**config.mk**
```make
export PLATFORM = sky130hd
export DESIGN_NAME = gtpu_tunnel_decapsulator_core
export DESIGN_NICKNAME = d
export VERILOG_FILES = /design/src/rtl/core/gtpu_pkg.sv /design/src/rtl/core/gtpu_front.sv /design/src/rtl/core/gtpu_queue.sv /design/src/rtl/core/gtpu_back.sv /design/src/rtl/core/gtpu_tunnel_decapsulator_core.sv
export SDC_FILE = /design/constraint.sdc
export NUM_CORES = 1
export LEC_CHECK = 0
export ABC_AREA = 1
export BUFFER_PORTS_ARGS = -buffer_cell sky130_fd_sc_hd__buf_2
export CAP_MARGIN = 20
export CORE_AREA = 2 2 249 251
export CTS_CLUSTER_DIAMETER = 30
export CTS_CLUSTER_SIZE = 30
export DETAILED_ROUTE_END_ITERATION = 8
export DIE_AREA = 0 0 251 253
export PLACE_DENSITY = 0.72
export RECOVER_POWER = 50
export SLEW_MARGIN = 20
export SYNTH_ARGS = -nofsm -noshare
export SYNTH_HDL_FRONTEND = slang
export SYNTH_SLANG_ARGS = --single-unit
```
**constraint.sdc**
```tcl
create_clock -name i_clk -period 4.7 [get_ports i_clk]
set_input_delay 0.47 -clock i_clk [delete_from_list [all_inputs] [get_ports i_clk]]
set_output_delay 0.47 -clock i_clk [all_outputs]
set_load 0.02 [all_outputs]
```
**src/rtl/core/gtpu_pkg.sv**
```systemverilog
`timescale 1ns / 1ps
package gtpu_pkg;

    localparam int HOLD_BEATS_DEF = 40;
    localparam int DQ_DEPTH       = 4;

    localparam logic [15:0] UDP_PORT_DEF = 16'd2152;
    localparam logic [7:0]  MSG_TYPE_DEF = 8'd255;

    localparam logic [15:0] ETH_IPV4 = 16'h0800;
    localparam logic [15:0] ETH_IPV6 = 16'h86DD;
    localparam logic [15:0] ETH_VLAN = 16'h8100;
    localparam logic [7:0]  IP_UDP   = 8'd17;
    localparam logic [3:0]  VER_IPV4 = 4'd4;

    localparam logic REG_UDP_PORT = 1'b0;
    localparam logic REG_MSG_TYPE = 1'b1;

    localparam logic [2:0] ST_STRIPPED = 3'd0;
    localparam logic [2:0] ST_NOT_IP   = 3'd1;
    localparam logic [2:0] ST_NOT_UDP  = 3'd2;
    localparam logic [2:0] ST_BAD_PORT = 3'd3;
    localparam logic [2:0] ST_NOT_GTPU = 3'd4;
    localparam logic [2:0] ST_SHORT    = 3'd5;

    typedef struct packed {
        logic [15:0] data;
        logic        odd;
        logic        last;
    } t_beat;

    typedef struct packed {
        logic [2:0] status;
        logic       inner_v4;
        logic       vlan;
        logic [5:0] dbeat;
    } t_dec;

endpackage

```
**src/rtl/core/gtpu_front.sv**
```systemverilog
`timescale 1ns / 1ps
module gtpu_front (
    input  logic               i_clk,
    input  logic               i_rst_n,
    input  logic               i_accept,
    input  logic [15:0]        i_data,
    input  logic [1:0]         i_bytes,
    input  logic               i_last,
    input  logic [15:0]        i_udp_port,
    input  logic [7:0]         i_msg_type,
    output logic               o_beat_push,
    output gtpu_pkg::t_beat    o_beat,
    output logic               o_dec_push,
    output gtpu_pkg::t_dec     o_dec
);

    typedef enum logic [2:0] {
        CK_ET, CK_ET2, CK_VER, CK_PROTO, CK_PORT, CK_MSG, CK_INNER, CK_DONE
    } t_chk;

    t_chk       r_chk, n_chk;
    logic [5:0] r_idx;
    logic       r_vlan, n_vlan;
    logic       r_v6, n_v6;

    logic       odd;
    logic [5:0] tgt;
    logic [5:0] vo;
    logic       fail;
    logic       pass_all;
    logic [2:0] fail_st;

    assign odd = i_last && (i_bytes == 2'd1);
    assign vo  = r_vlan ? 6'd2 : 6'd0;

    always_comb begin
        case (r_chk)
            CK_ET:    tgt = 6'd6;
            CK_ET2:   tgt = 6'd8;
            CK_VER:   tgt = 6'd7 + vo;
            CK_PROTO: tgt = (r_v6 ? 6'd10 : 6'd11) + vo;
            CK_PORT:  tgt = (r_v6 ? 6'd28 : 6'd18) + vo;
            CK_MSG:   tgt = (r_v6 ? 6'd31 : 6'd21) + vo;
            CK_INNER: tgt = (r_v6 ? 6'd35 : 6'd25) + vo;
            default:  tgt = 6'd63;
        endcase
    end

    // one check per beat; a missing low byte leaves the frame undecided
    always_comb begin
        n_chk    = r_chk;
        n_vlan   = r_vlan;
        n_v6     = r_v6;
        fail     = 1'b0;
        pass_all = 1'b0;
        fail_st  = gtpu_pkg::ST_STRIPPED;
        if (r_chk != CK_DONE && r_idx == tgt) begin
            case (r_chk)
                CK_ET: begin
                    if (!odd) begin
                        if (i_data == gtpu_pkg::ETH_VLAN) begin
                            n_vlan = 1'b1;
                            n_chk  = CK_ET2;
                        end else if (i_data == gtpu_pkg::ETH_IPV4 ||
                                     i_data == gtpu_pkg::ETH_IPV6) begin
                            n_chk = CK_VER;
                        end else begin
                            fail    = 1'b1;
                            fail_st = gtpu_pkg::ST_NOT_IP;
                        end
                    end
                end
                CK_ET2: begin
                    if (!odd) begin
                        if (i_data == gtpu_pkg::ETH_IPV4 || i_data == gtpu_pkg::ETH_IPV6) begin
                            n_chk = CK_VER;
                        end else begin
                            fail    = 1'b1;
                            fail_st = gtpu_pkg::ST_NOT_IP;
                        end
                    end
                end
                CK_VER: begin
                    n_v6  = (i_data[15:12] != gtpu_pkg::VER_IPV4);
                    n_chk = CK_PROTO;
                end
                CK_PROTO: begin
                    if (r_v6 || !odd) begin
                        if ((r_v6 ? i_data[15:8] : i_data[7:0]) == gtpu_pkg::IP_UDP) begin
                            n_chk = CK_PORT;
                        end else begin
                            fail    = 1'b1;
                            fail_st = gtpu_pkg::ST_NOT_UDP;
                        end
                    end
                end
                CK_PORT: begin
                    if (!odd) begin
                        if (i_data == i_udp_port) begin
                            n_chk = CK_MSG;
                        end else begin
                            fail    = 1'b1;
                            fail_st = gtpu_pkg::ST_BAD_PORT;
                        end
                    end
                end
                CK_MSG: begin
                    if (!odd) begin
                        if (i_data[7:0] == i_msg_type) begin
                            n_chk = CK_INNER;
                        end else begin
                            fail    = 1'b1;
                            fail_st = gtpu_pkg::ST_NOT_GTPU;
                        end
                    end
                end
                CK_INNER: begin
                    pass_all = 1'b1;
                end
                default: begin
                end
            endcase
        end
    end

    assign o_beat_push = i_accept;
    assign o_beat.data = i_data;
    assign o_beat.odd  = odd;
    assign o_beat.last = i_last;

    assign o_dec_push      = i_accept && (fail || pass_all || (i_last && r_chk != CK_DONE));
    assign o_dec.status    = fail ? fail_st : (pass_all ? gtpu_pkg::ST_STRIPPED
                                                        : gtpu_pkg::ST_SHORT);
    assign o_dec.inner_v4  = (i_data[15:12] == gtpu_pkg::VER_IPV4);
    assign o_dec.vlan      = r_vlan;
    assign o_dec.dbeat     = r_idx;

    always_ff @(posedge i_clk) begin
        if (!i_rst_n) begin
            r_chk  <= CK_ET;
            r_idx  <= '0;
            r_vlan <= 1'b0;
            r_v6   <= 1'b0;
        end else if (i_accept) begin
            if (i_last) begin
                r_chk  <= CK_ET;
                r_idx  <= '0;
                r_vlan <= 1'b0;
                r_v6   <= 1'b0;
            end else begin
                r_chk  <= (fail || pass_all) ? CK_DONE : n_chk;
                r_idx  <= (r_idx == 6'd63) ? r_idx : r_idx + 6'd1;
                r_vlan <= n_vlan;
                r_v6   <= n_v6;
            end
        end
    end

endmodule

```
**src/rtl/core/gtpu_queue.sv**
```systemverilog
`timescale 1ns / 1ps
module gtpu_queue #(
    parameter int HOLD_BEATS = gtpu_pkg::HOLD_BEATS_DEF
) (
    input  logic             i_clk,
    input  logic             i_rst_n,
    input  logic             i_beat_push,
    input  gtpu_pkg::t_beat  i_beat,
    input  logic             i_beat_pop,
    output gtpu_pkg::t_beat  o_beat,
    output logic             o_beat_empty,
    output logic             o_beat_full,
    input  logic             i_dec_push,
    input  gtpu_pkg::t_dec   i_dec,
    input  logic             i_dec_pop,
    output gtpu_pkg::t_dec   o_dec,
    output logic             o_dec_empty,
    output logic             o_dec_full
);

    localparam int QDEPTH = HOLD_BEATS + 1;
    localparam int PW     = $clog2(QDEPTH);
    localparam int CW     = $clog2(QDEPTH + 1);
    localparam int DPW    = $clog2(gtpu_pkg::DQ_DEPTH);
    localparam int DCW    = $clog2(gtpu_pkg::DQ_DEPTH + 1);

    gtpu_pkg::t_beat r_mem [QDEPTH];
    gtpu_pkg::t_beat r_rd;
    logic [PW-1:0]   r_wp, r_rp;
    logic [CW-1:0]   r_cnt;

    gtpu_pkg::t_dec  r_dq [gtpu_pkg::DQ_DEPTH];
    logic [DPW-1:0]  r_dwp, r_drp;
    logic [DCW-1:0]  r_dcnt;

    assign o_beat       = r_rd;
    assign o_beat_empty = (r_cnt == '0);
    assign o_beat_full  = (r_cnt == CW'(QDEPTH));
    assign o_dec        = r_dq[r_drp];
    assign o_dec_empty  = (r_dcnt == '0);
    assign o_dec_full   = (r_dcnt == DCW'(gtpu_pkg::DQ_DEPTH));

    always_ff @(posedge i_clk) begin
        if (i_beat_push) begin
            r_mem[r_wp] <= i_beat;
        end
        if (i_beat_pop) begin
            r_rd <= r_mem[r_rp];
        end
        if (i_dec_push) begin
            r_dq[r_dwp] <= i_dec;
        end
    end

    always_ff @(posedge i_clk) begin
        if (!i_rst_n) begin
            r_wp   <= '0;
            r_rp   <= '0;
            r_cnt  <= '0;
            r_dwp  <= '0;
            r_drp  <= '0;
            r_dcnt <= '0;
        end else begin
            if (i_beat_push) begin
                r_wp <= (r_wp == PW'(QDEPTH - 1)) ? '0 : r_wp + PW'(1);
            end
            if (i_beat_pop) begin
                r_rp <= (r_rp == PW'(QDEPTH - 1)) ? '0 : r_rp + PW'(1);
            end
            if (i_beat_push && !i_beat_pop) begin
                r_cnt <= r_cnt + CW'(1);
            end else if (!i_beat_push && i_beat_pop) begin
                r_cnt <= r_cnt - CW'(1);
            end
            if (i_dec_push) begin
                r_dwp <= r_dwp + DPW'(1);
            end
            if (i_dec_pop) begin
                r_drp <= r_drp + DPW'(1);
            end
            if (i_dec_push && !i_dec_pop) begin
                r_dcnt <= r_dcnt + DCW'(1);
            end else if (!i_dec_push && i_dec_pop) begin
                r_dcnt <= r_dcnt - DCW'(1);
            end
        end
    end

endmodule

```
**src/rtl/core/gtpu_back.sv**
```systemverilog
`timescale 1ns / 1ps
module gtpu_back (
    input  logic             i_clk,
    input  logic             i_rst_n,
    input  gtpu_pkg::t_beat  i_beat,
    input  logic             i_beat_empty,
    output logic             o_beat_pop,
    input  gtpu_pkg::t_dec   i_dec,
    input  logic             i_dec_empty,
    output logic             o_dec_pop,
    output logic             o_valid,
    input  logic             i_ready,
    output logic [15:0]      o_data,
    output logic [1:0]       o_bytes,
    output logic             o_last,
    output logic [2:0]       o_status
);

    logic        r_s1_valid;
    logic [5:0]  r_cnt;
    logic        r_o_valid;
    logic [15:0] r_o_data;
    logic [1:0]  r_o_bytes;
    logic        r_o_last;
    logic [2:0]  r_o_status;

    logic        strip;
    logic [5:0]  rep;
    logic        drop;
    logic        out_free;
    logic        s1_move;

    assign strip    = (i_dec.status == gtpu_pkg::ST_STRIPPED);
    assign rep      = i_dec.vlan ? 6'd8 : 6'd6;
    // outer headers sit between the rewritten ethertype and the decision beat
    assign drop     = strip && (r_cnt > rep) && (r_cnt < i_dec.dbeat);
    assign out_free = !r_o_valid || i_ready;
    assign s1_move  = r_s1_valid && !i_dec_empty && (drop || out_free);

    assign o_beat_pop = !i_beat_empty && (!r_s1_valid || s1_move);
    assign o_dec_pop  = s1_move && i_beat.last;

    assign o_valid  = r_o_valid;
    assign o_data   = r_o_data;
    assign o_bytes  = r_o_bytes;
    assign o_last   = r_o_last;
    assign o_status = r_o_status;

    always_ff @(posedge i_clk) begin
        if (s1_move && !drop) begin
            r_o_data   <= (strip && r_cnt == rep)
                          ? (i_dec.inner_v4 ? gtpu_pkg::ETH_IPV4 : gtpu_pkg::ETH_IPV6)
                          : i_beat.data;
            r_o_bytes  <= i_beat.odd ? 2'd1 : 2'd2;
            r_o_last   <= i_beat.last;
            r_o_status <= i_beat.last ? i_dec.status : gtpu_pkg::ST_STRIPPED;
        end
    end

    always_ff @(posedge i_clk) begin
        if (!i_rst_n) begin
            r_s1_valid <= 1'b0;
            r_cnt      <= '0;
            r_o_valid  <= 1'b0;
        end else begin
            if (o_beat_pop) begin
                r_s1_valid <= 1'b1;
            end else if (s1_move) begin
                r_s1_valid <= 1'b0;
            end
            if (s1_move) begin
                r_cnt <= i_beat.last ? 6'd0 : ((r_cnt == 6'd63) ? r_cnt : r_cnt + 6'd1);
            end
            if (s1_move && !drop) begin
                r_o_valid <= 1'b1;
            end else if (i_ready) begin
                r_o_valid <= 1'b0;
            end
        end
    end

endmodule

```
**src/rtl/core/gtpu_tunnel_decapsulator_core.sv**
```systemverilog
`timescale 1ns / 1ps
// gtp-u decapsulator: frames enter as 16-bit beats on the input valid/ready channel
// (i_beat_data, i_beat_bytes, i_beat_last) and leave on the output channel.
// the parser classifies each beat as it arrives and stores it in a beat queue of
// HOLD_BEATS + 1 entries; a frame decision goes into a 4-entry decision queue.
// the emitter holds a frame's beats until its decision exists, then forwards,
// drops (outer ip/udp/gtp-u headers) or rewrites (ethertype) one beat per cycle
// unless the output stalls; the input takes one beat per cycle while both queues
// have room. the decision of a matching frame lands on the beat with the inner
// version nibble (beat 25 to 37); output of a frame waits for that decision, and
// each beat passes the beat queue's read register and then the output register.
// out_status carries the frame status on the last beat and is zero elsewhere.
// config writes (i_cfg_wr_en, i_cfg_index, i_cfg_wdata) take effect at once.
// a stall at the output backs up the queues; input ready drops when either fills.
// synchronous reset empties both queues and restores the default port and type.
module gtpu_tunnel_decapsulator_core #(
    parameter int HOLD_BEATS = gtpu_pkg::HOLD_BEATS_DEF
) (
    input  logic        i_clk,
    input  logic        i_rst_n,
    input  logic        i_cfg_wr_en,
    input  logic        i_cfg_index,
    input  logic [15:0] i_cfg_wdata,
    input  logic        i_in_valid,
    output logic        o_in_ready,
    input  logic [15:0] i_beat_data,
    input  logic [1:0]  i_beat_bytes,
    input  logic        i_beat_last,
    output logic        o_out_valid,
    input  logic        i_out_ready,
    output logic [15:0] o_out_data,
    output logic [1:0]  o_out_bytes,
    output logic        o_out_last,
    output logic [2:0]  o_out_status
);

    logic [15:0]     r_udp_port;
    logic [7:0]      r_msg_type;

    logic            accept;
    logic            beat_push, dec_push;
    gtpu_pkg::t_beat push_beat, head_beat;
    gtpu_pkg::t_dec  push_dec, head_dec;
    logic            beat_pop, dec_pop;
    logic            beat_empty, beat_full, dec_empty, dec_full;

    assign o_in_ready = !beat_full && !dec_full;
    assign accept     = i_in_valid && o_in_ready;

    always_ff @(posedge i_clk) begin
        if (!i_rst_n) begin
            r_udp_port <= gtpu_pkg::UDP_PORT_DEF;
            r_msg_type <= gtpu_pkg::MSG_TYPE_DEF;
        end else if (i_cfg_wr_en) begin
            case (i_cfg_index)
                gtpu_pkg::REG_UDP_PORT: r_udp_port <= i_cfg_wdata;
                gtpu_pkg::REG_MSG_TYPE: r_msg_type <= i_cfg_wdata[7:0];
                default: begin
                end
            endcase
        end
    end

    gtpu_front u_front (
        .i_clk       (i_clk),
        .i_rst_n     (i_rst_n),
        .i_accept    (accept),
        .i_data      (i_beat_data),
        .i_bytes     (i_beat_bytes),
        .i_last      (i_beat_last),
        .i_udp_port  (r_udp_port),
        .i_msg_type  (r_msg_type),
        .o_beat_push (beat_push),
        .o_beat      (push_beat),
        .o_dec_push  (dec_push),
        .o_dec       (push_dec)
    );

    gtpu_queue #(
        .HOLD_BEATS (HOLD_BEATS)
    ) u_queue (
        .i_clk        (i_clk),
        .i_rst_n      (i_rst_n),
        .i_beat_push  (beat_push),
        .i_beat       (push_beat),
        .i_beat_pop   (beat_pop),
        .o_beat       (head_beat),
        .o_beat_empty (beat_empty),
        .o_beat_full  (beat_full),
        .i_dec_push   (dec_push),
        .i_dec        (push_dec),
        .i_dec_pop    (dec_pop),
        .o_dec        (head_dec),
        .o_dec_empty  (dec_empty),
        .o_dec_full   (dec_full)
    );

    gtpu_back u_back (
        .i_clk        (i_clk),
        .i_rst_n      (i_rst_n),
        .i_beat       (head_beat),
        .i_beat_empty (beat_empty),
        .o_beat_pop   (beat_pop),
        .i_dec        (head_dec),
        .i_dec_empty  (dec_empty),
        .o_dec_pop    (dec_pop),
        .o_valid      (o_out_valid),
        .i_ready      (i_out_ready),
        .o_data       (o_out_data),
        .o_bytes      (o_out_bytes),
        .o_last       (o_out_last),
        .o_status     (o_out_status)
    );

`ifndef ASSERT_OFF
    a_status_on_last: assert property (@(posedge i_clk) disable iff (!i_rst_n)
        o_out_valid && !o_out_last |-> o_out_status == gtpu_pkg::ST_STRIPPED)
        else $error("status on a non-last beat");
    a_odd_only_last: assert property (@(posedge i_clk) disable iff (!i_rst_n)
        o_out_valid && o_out_bytes == 2'd1 |-> o_out_last)
        else $error("odd beat before end of frame");
    a_dec_with_beat: assert property (@(posedge i_clk) disable iff (!i_rst_n)
        dec_pop |-> !dec_empty)
        else $error("decision popped from empty queue");
    a_no_push_full: assert property (@(posedge i_clk) disable iff (!i_rst_n)
        beat_full |-> !accept)
        else $error("transaction accepted into full queue");
`endif

endmodule
```
==> results of run 1 <==
[cell type report]
class,count,share of cell area (%)
antenna,1,0.005843
clock buffer,174,9.220
clock inverter,103,2.778
inverter,132,1.189
multi-input combinational,1823,21.30
sequential,892,60.93
tap,790,2.308
timing repair buffer,158,2.264
[registers in the layout, indices dropped and copies added (netlist names), 3 cells and up, named ones only]
register         cells
u_queue.r_mem      738
u_queue.r_dcnt       3
u_front.r_chk        3
u_queue.r_wp         6
u_queue.o_beat      18
u_back.o_data       16
u_back.r_cnt         6
u_queue.r_rp         6
u_front.r_idx        6
u_back.o_status      3
u_queue.r_cnt        6
u_queue.r_dq        44
r_msg_type           8
r_udp_port          16
[placed cells by master, fill, tap and decap left out, types with 13 or more instances in the layout]
master      count
a21oi_1        63
buf_2          15
buf_4          63
bufinv_16      20
clkbuf_1       85
clkbuf_16     154
clkinv_1       15
clkinv_2       22
clkinvlp_4     15
dfxtp_1        67
edfxtp_1      822
ha_1           26
inv_1         120
inv_6          19
nand2_1       381
nand3_1       122
nand4_1        60
nor2_1        442
nor2_2         34
nor3_1         14
o211ai_1       40
o21ai_0       390
o221ai_1       50
o22ai_1       120
xnor2_1        13
[worst max-delay path: stages]
cell and delay (ns):
clkbuf_1 0.30, inv_1 0.26, nor3_1 0.47, clkbuf_1 1.64
nor2_1 0.11, nand2_1 0.21, nand2_1 0.07, nor2_1 0.13
a21oi_2 0.08, nand2_1 0.08, nand2_2 0.11, ha_1 0.21
inv_1 0.11, fa_1 0.43, o21ai_0 0.16, a21oi_1 0.05
[cell families (layout without fill, tap and decap cells)]
family / count (synthesis) / in the layout / share of synthesized area, %
fa+ha+maj: 28 / 28 / 1.006
compound gates: 700 / 700 / 11.13
xor+xnor: 18 / 18 / 0.4343
buf+inv: 301 / 567 / 3.226
simple gates: 1077 / 1077 / 12.35
other cells: 0 / 1 / 0
flops: 892 / 892 / 71.85
[metrics by stage]
step                      utilization [%]  std cells  power [µW]  instance area, µm²  hold slack (ns)
after CTS                           70.39       4072       25410               42960          0.02107
after detailed placement            61.82       3786       14390               37730           0.4674
final                               70.18       4073       25440               42830          0.05280
after floorplan                         -       3016       12730               36300           0.4264
after global routing                70.18       4073       26320               42830          0.05520
after global placement              61.82       3786       14250               37730           0.4567
[power groups by stage]
stage / Combinational, µW / Clock [µW] / Sequential (µW)
after global routing: 5370 / 11400 / 9520
final: 4940 / 11000 / 9490
after detailed placement: 4780 / 0 / 9610
after global placement: 4650 / 0 / 9600
after floorplan: 3210 / 0 / 9530
after CTS: 4870 / 11100 / 9470
[layer usage]
metal | wire length [µm] | vias up
met2 | 47310 | 1567
li1 | - | 11350
met1 | 37000 | 12630
met3 | 10440 | 284
met5 | 13 | -
met4 | 4613 | 2
[repair_timing]
item	in CTS	in global routing
gates resized for setup	0	1
hold endpoints to repair	12	0
hold buffers	9	0
endpoints found under the setup margin	0	1
[worst paths after layout]
kind / slack, ns / cells past startpoint / endpoint / from
hold reg to reg: 0.47 / 2 / register / u_queue.r_drp[1]
hold / removal: 0.05 / 3 / r_udp_port[15] / i_cfg_wdata[15]
setup reg to reg: 0.46 / 24 / u_queue.r_cnt[5] / register
setup / recovery: 0.39 / 16 / u_queue.r_dcnt[1] / i_beat_last
==> results.py, run 1 <==
metrics = {
    "timing": {
        "fmax_mhz": 231.9,
        "tightest_slew_ns": 2.390,
        "final_max_slew_viol_count": 624,
        "rsz0062_at_grt": "false",
        "slew-limit-headroom_pct": -59.32,
        "setup_violations": 0,
        "setup_slack_ns": 0.3886,
        "fin_skew_ns": 0.02303,
        "fin_tns_setup_ns": 0,
        "fin_crit_sh_pct": 91.73,
        "final_hold_viol_count": 0,
        "finalCriticalPeriod_ns": 4.311,
    },
    "global_route": {
        "grt_antenna_before_repair": 3,
        "grt_max_degree": 173,
        "grt_overflow": 0,
        "busiest_layer": "met2",
        "grtUsageMet1_pct": 40.89,
        "grt_pass1_vias": 25240,
        "use_met2_pct": 50.36,
        "grt_pass1_wl_um": 148000,
        "track_usage_pct": 31.45,
        "met3_usage_pct": 6.764,
    },
    "route": {
        "first_iter_violations": 3593,
        "ant_nets": 0,
        "vias": 25830,
        "dr.pass1.iters": 7,
        "drc": 0,
        "wl_per_cell_um": 24.40,
        "post_drt_via_cell_ratio": 6.342,
        "drt-total-wl_um": 99380,
    },
    "clock_network": {
        "clock_sinks": 892,
        "clkTransAtPathRegs_ns": 0.05,
        "insertion_delay_ns": 0.72,
        "cts_inserted_buffers": 150,
        "clock_tree.root_cell": "clkbuf_16",
        "cts_tree": "done",
        "cts_htree_levels": 4,
        "post_cts_buffers": 0,
        "clk_path_buf_depth": 3,
    },
    "cells_and_area": {
        "n_fill_cell": 4022,
        "seq_area_um2": 26100,
        "synthToLayoutAreaGrowth_pct": 17.97,
        "drive_gt1_share_pct": 11.97,
        "multi_input_area_um2": 9123,
        "nets": 3226,
    },
    "pwr": {
        "vdd_drop_max_mv": 0.4317,
        "swShare_pct": 30.35,
        "power.static_leakage_uw": 0.01481,
        "p_int_uw": 17720,
        "pwr-share-comb_pct": 19.4,
        "pwr-share-seq_pct": 37.3,
        "p_clk_share_pct": 43.3,
        "p_switching_uw": 7722,
        "power_density_nw_per_um2": 594.1,
    },
    "hold_path": {
        "min_path_type": "in -> reg",
    },
    "synthesis": {
        "synth_most_common_cell": "edfxtp_1",
        "synth_area_leaders": "edfxtp_1, o21ai_0, nor2_1",
        "synth_top_cells_by_count": "edfxtp_1, nor2_1, o21ai_0",
        "synthCells": 3016,
        "ys_seq_area_share_pct": 71.85,
        "ys_warn_count": 0,
        "syn_nets": 3085,
        "avgSynthCellArea_um2": 12.04,
        "synth_top_area_share_pct": 67.99,
        "yosysTopAreaCell": "edfxtp_1",
        "ys.flop_type": "edfxtp_1",
        "synth_seq_cells": 892,
        "synthDistinctLibCells": 48,
        "async_flop_share_pct": 0,
        "syn_area_um2": 36300,
        "synth_edf_count": 822,
    },
    "worst_setup_path": {
        "start_kind": "primary input",
        "crit_arrival_ns": 4.91,
        "required_ns": 5.30,
        "endpoint_kind": "register",
        "crit_type": "in -> reg",
        "critPathMaxFanout": 42,
    },
    "floorplan": {
        "row_count": 91,
        "die_x_um": 251,
        "start_util_pct": 59.48,
        "coreArea_um2": 61030,
        "die_h_um": 253,
        "num_io_pins": 65,
        "dieArea_um2": 63500,
    },
    "placement": {
        "gp_congestion": 0.8379,
        "pre_cts_ws_ns": 0.4465,
        "dp_hpwl_um": 55130,
        "port_buffers": 64,
    },
    "status": {
        "violations": "capacitance limit, slew limit",
        "status": "complete, but fails checks",
    },
    "run": {
        "maxCapViolCount": 15,
    },
}
Power figures use the tool's default switching activity.
==> inputs of run 2 (changes only) <==
--- a/config.mk
+++ b/config.mk
@@ -5,14 +5,13 @@
 export SDC_FILE = /design/constraint.sdc
 export NUM_CORES = 1
 export LEC_CHECK = 0
-export ABC_AREA = 1
 export BUFFER_PORTS_ARGS = -buffer_cell sky130_fd_sc_hd__buf_2
 export CAP_MARGIN = 20
-export CORE_AREA = 2 2 249 251
+export CORE_AREA = 2 2 247 249
 export CTS_CLUSTER_DIAMETER = 30
 export CTS_CLUSTER_SIZE = 30
 export DETAILED_ROUTE_END_ITERATION = 8
-export DIE_AREA = 0 0 251 253
+export DIE_AREA = 0 0 249 251
 export PLACE_DENSITY = 0.72
 export RECOVER_POWER = 50
 export SLEW_MARGIN = 20
==> run 2 against run 1 <==
  * The run still ends with capacitance limit, slew limit left
  * Die area down 1.6%
  * Critical endpoint is now u_queue.r_dcnt[2]
  * Clock power about the same
  * Largest cell class unchanged
  * Non-clock buffer count grew 5
  * Count of clock-buffer cells in the layout fell by 7
  * Global-route usage is 3.1 points lower
  * Maximum frequency fell by 2.9%
  * Final area fell by 0.72%
==> results.py, run 2 <==
metrics = {
    "route": {
        "vias": 19110,
        "ant_nets": 0,
        "wl_per_cell_um": 29.05,
        "drc": 0,
        "first_iter_violations": 1940,
        "dr.pass1.iters": 5,
        "post_drt_via_cell_ratio": 6.425,
        "drt-total-wl_um": 86400,
    },
    "timing": {
        "fin_tns_setup_ns": 0,
        "fin_skew_ns": 0.02736,
        "final_max_slew_viol_count": 440,
        "setup_violations": 0,
        "final_hold_viol_count": 0,
        "slew-limit-headroom_pct": -66.86,
        "fin_crit_sh_pct": 94.52,
        "rsz0062_at_grt": "false",
        "tightest_slew_ns": 2.503,
        "whs_ns": 0.04708,
        "fmax_mhz": 225.1,
        "finalCriticalPeriod_ns": 4.442,
    },
    "clock_network": {
        "clkTransAtPathRegs_ns": 0.04,
        "insertion_delay_ns": 0.72,
        "clk_path_buf_depth": 3,
        "cts_inserted_buffers": 149,
        "clock_tree.root_cell": "clkbuf_16",
        "post_cts_buffers": 0,
        "cts_tree": "done",
        "cts_htree_levels": 4,
        "clock_sinks": 892,
    },
    "cells_and_area": {
        "final_common_cell": "edfxtp_1",
        "largest_register_ffs": 738,
        "n_fill_cell": 3602,
        "synthToLayoutAreaGrowth_pct": 19.36,
        "regMostFlops": "u_queue.r_mem",
        "seq_area_um2": 26100,
        "nets": 2145,
        "diodes": 0,
        "drive_gt1_share_pct": 27.78,
        "multi_input_area_um2": 9179,
        "final_cell_mix": "edfxtp_1, mux4_2, clkbuf_16, nand2_1, clkbuf_1",
    },
    "synthesis": {
        "synthCells": 1859,
        "syn_area_um2": 35620,
        "synth_edf_count": 822,
        "ys_warn_count": 0,
        "syn_nets": 1928,
        "async_flop_share_pct": 0,
        "synth_area_leaders": "edfxtp_1, mux4_2, dfxtp_1",
        "synth_seq_cells": 892,
        "ys.flop_type": "edfxtp_1",
        "synthDistinctLibCells": 70,
        "ys_seq_area_share_pct": 73.23,
        "yosysTopAreaCell": "edfxtp_1",
        "synth_top_cells_by_count": "edfxtp_1, mux4_2, nand2_1",
        "avgSynthCellArea_um2": 19.16,
        "synth_most_common_cell": "edfxtp_1",
        "synth_top_area_share_pct": 69.30,
    },
    "pwr": {
        "power_density_nw_per_um2": 566.8,
        "p_clk_share_pct": 45.8,
        "pwr-share-seq_pct": 39.1,
        "pwr-share-comb_pct": 15.1,
        "p_int_uw": 18130,
        "finalPower_uw": 24100,
        "vdd_drop_max_mv": 0.4139,
        "swShare_pct": 24.78,
        "power.static_leakage_uw": 0.01381,
        "p_switching_uw": 5973,
    },
    "floorplan": {
        "die_x_um": 249,
        "die_h_um": 251,
        "dieArea_um2": 62500,
        "num_io_pins": 65,
        "start_util_pct": 59.57,
        "row_count": 90,
        "coreArea_um2": 59790,
    },
    "worst_setup_path": {
        "crit_arrival_ns": 5.06,
        "required_ns": 5.32,
        "endpoint_kind": "register",
        "critPathMaxFanout": 45,
        "start_kind": "primary input",
        "crit_type": "in -> reg",
    },
    "hold_path": {
        "min_path_type": "in -> reg",
    },
    "global_route": {
        "grt_pass1_vias": 19490,
        "grt_max_degree": 51,
        "grt_overflow": 0,
        "grt_pass1_wl_um": 126700,
        "grt_antenna_before_repair": 6,
        "track_usage_pct": 28.30,
    },
    "status": {
        "violations": "capacitance limit, slew limit",
        "status": "complete, but fails checks",
    },
    "placement": {
        "gp_congestion": 0.8741,
        "dp_hpwl_um": 46400,
        "port_buffers": 64,
    },
    "run": {
        "maxCapViolCount": 11,
    },
}
[run 2: final timing paths]
kind / slack, ns / cells after the start / start / to
worst min register to register: 0.47 / 2 / r_udp_port[0] / r_udp_port[0]
worst max register to register: 0.30 / 19 / register / u_queue.r_cnt[5]
worst max-delay path: 0.26 / 14 / i_beat_data[10] / u_queue.r_dcnt[2]
worst min-delay path: 0.05 / 3 / i_cfg_wdata[11] / r_udp_port[11]
[run 2: repair_timing]
item                                   in CTS  in global routing
setup endpoints to repair                   0                  2
endpoints found under the hold margin      17                  0
hold buffers                               10                  0
gates resized for setup                     0                  6
[run 2: power by group through the flow]
stage	logic, µW	registers (µW)	clock network (µW)
finish	3630	9430	11000
global route	3870	9460	11500
CTS	3680	9420	11200
detailed placement	3590	9560	0
global placement	3540	9550	0
floorplan	2530	9480	0
[run 2: critical path, cell delays in order]
cell      delay (ns)
clkbuf_1        1.58
nor4b_1         0.20
nand4_1         0.35
o211ai_1        0.10
or4_1           0.46
nand3_1         0.22
a21boi_1        0.18
nor2_1          0.13
ha_1            0.20
inv_1           0.06
fa_1            0.38
xor2_1          0.17
or3_1           0.31
a21oi_1         0.17
[run 2: metrics by stage]
stage	worst slack [ns]	utilization [%]	area (µm²)	std cells
after floorplan	0.1067	-	35630	1859
after global routing	0.004076	71.10	42520	2974
after detailed placement	0.05791	62.58	37420	2697
after CTS	0.01894	71.31	42640	2974
final	0.2576	71.10	42520	2974
after global placement	0.2020	62.58	37420	2697
[run 2: cells by family after synthesis]
logic type,count (synthesis),synth area share (%)
buf+inv,125,1.416
simple gates,347,4.805
flops,892,73.23
fa+ha+maj,28,1.026
mux,274,15.78
xor+xnor,49,1.226
compound gates,144,2.522
[run 2: layer usage]
| layer | track usage, % | share of wire (%) | vias to the layer above |
|---|---|---|---|
| met2 | 47.32 | 51 | 968 |
| met5 | 0 | 0.014 | - |
| li1 | - | - | 8005 |
| met3 | 6.347 | 8.1 | 173 |
| met1 | 36.70 | 38 | 9959 |
| met4 | 10.96 | 3.2 | 2 |
[run 2: final cells by class]
cell class              instances  area share (%)
well taps                     782           2.301
clock inverters               100           2.887
repair buffers                163           2.431
flip-flops and latches        892           61.39
multi-input cells             842           21.59
clock buffers                 167           9.152
inverters                      28          0.2472
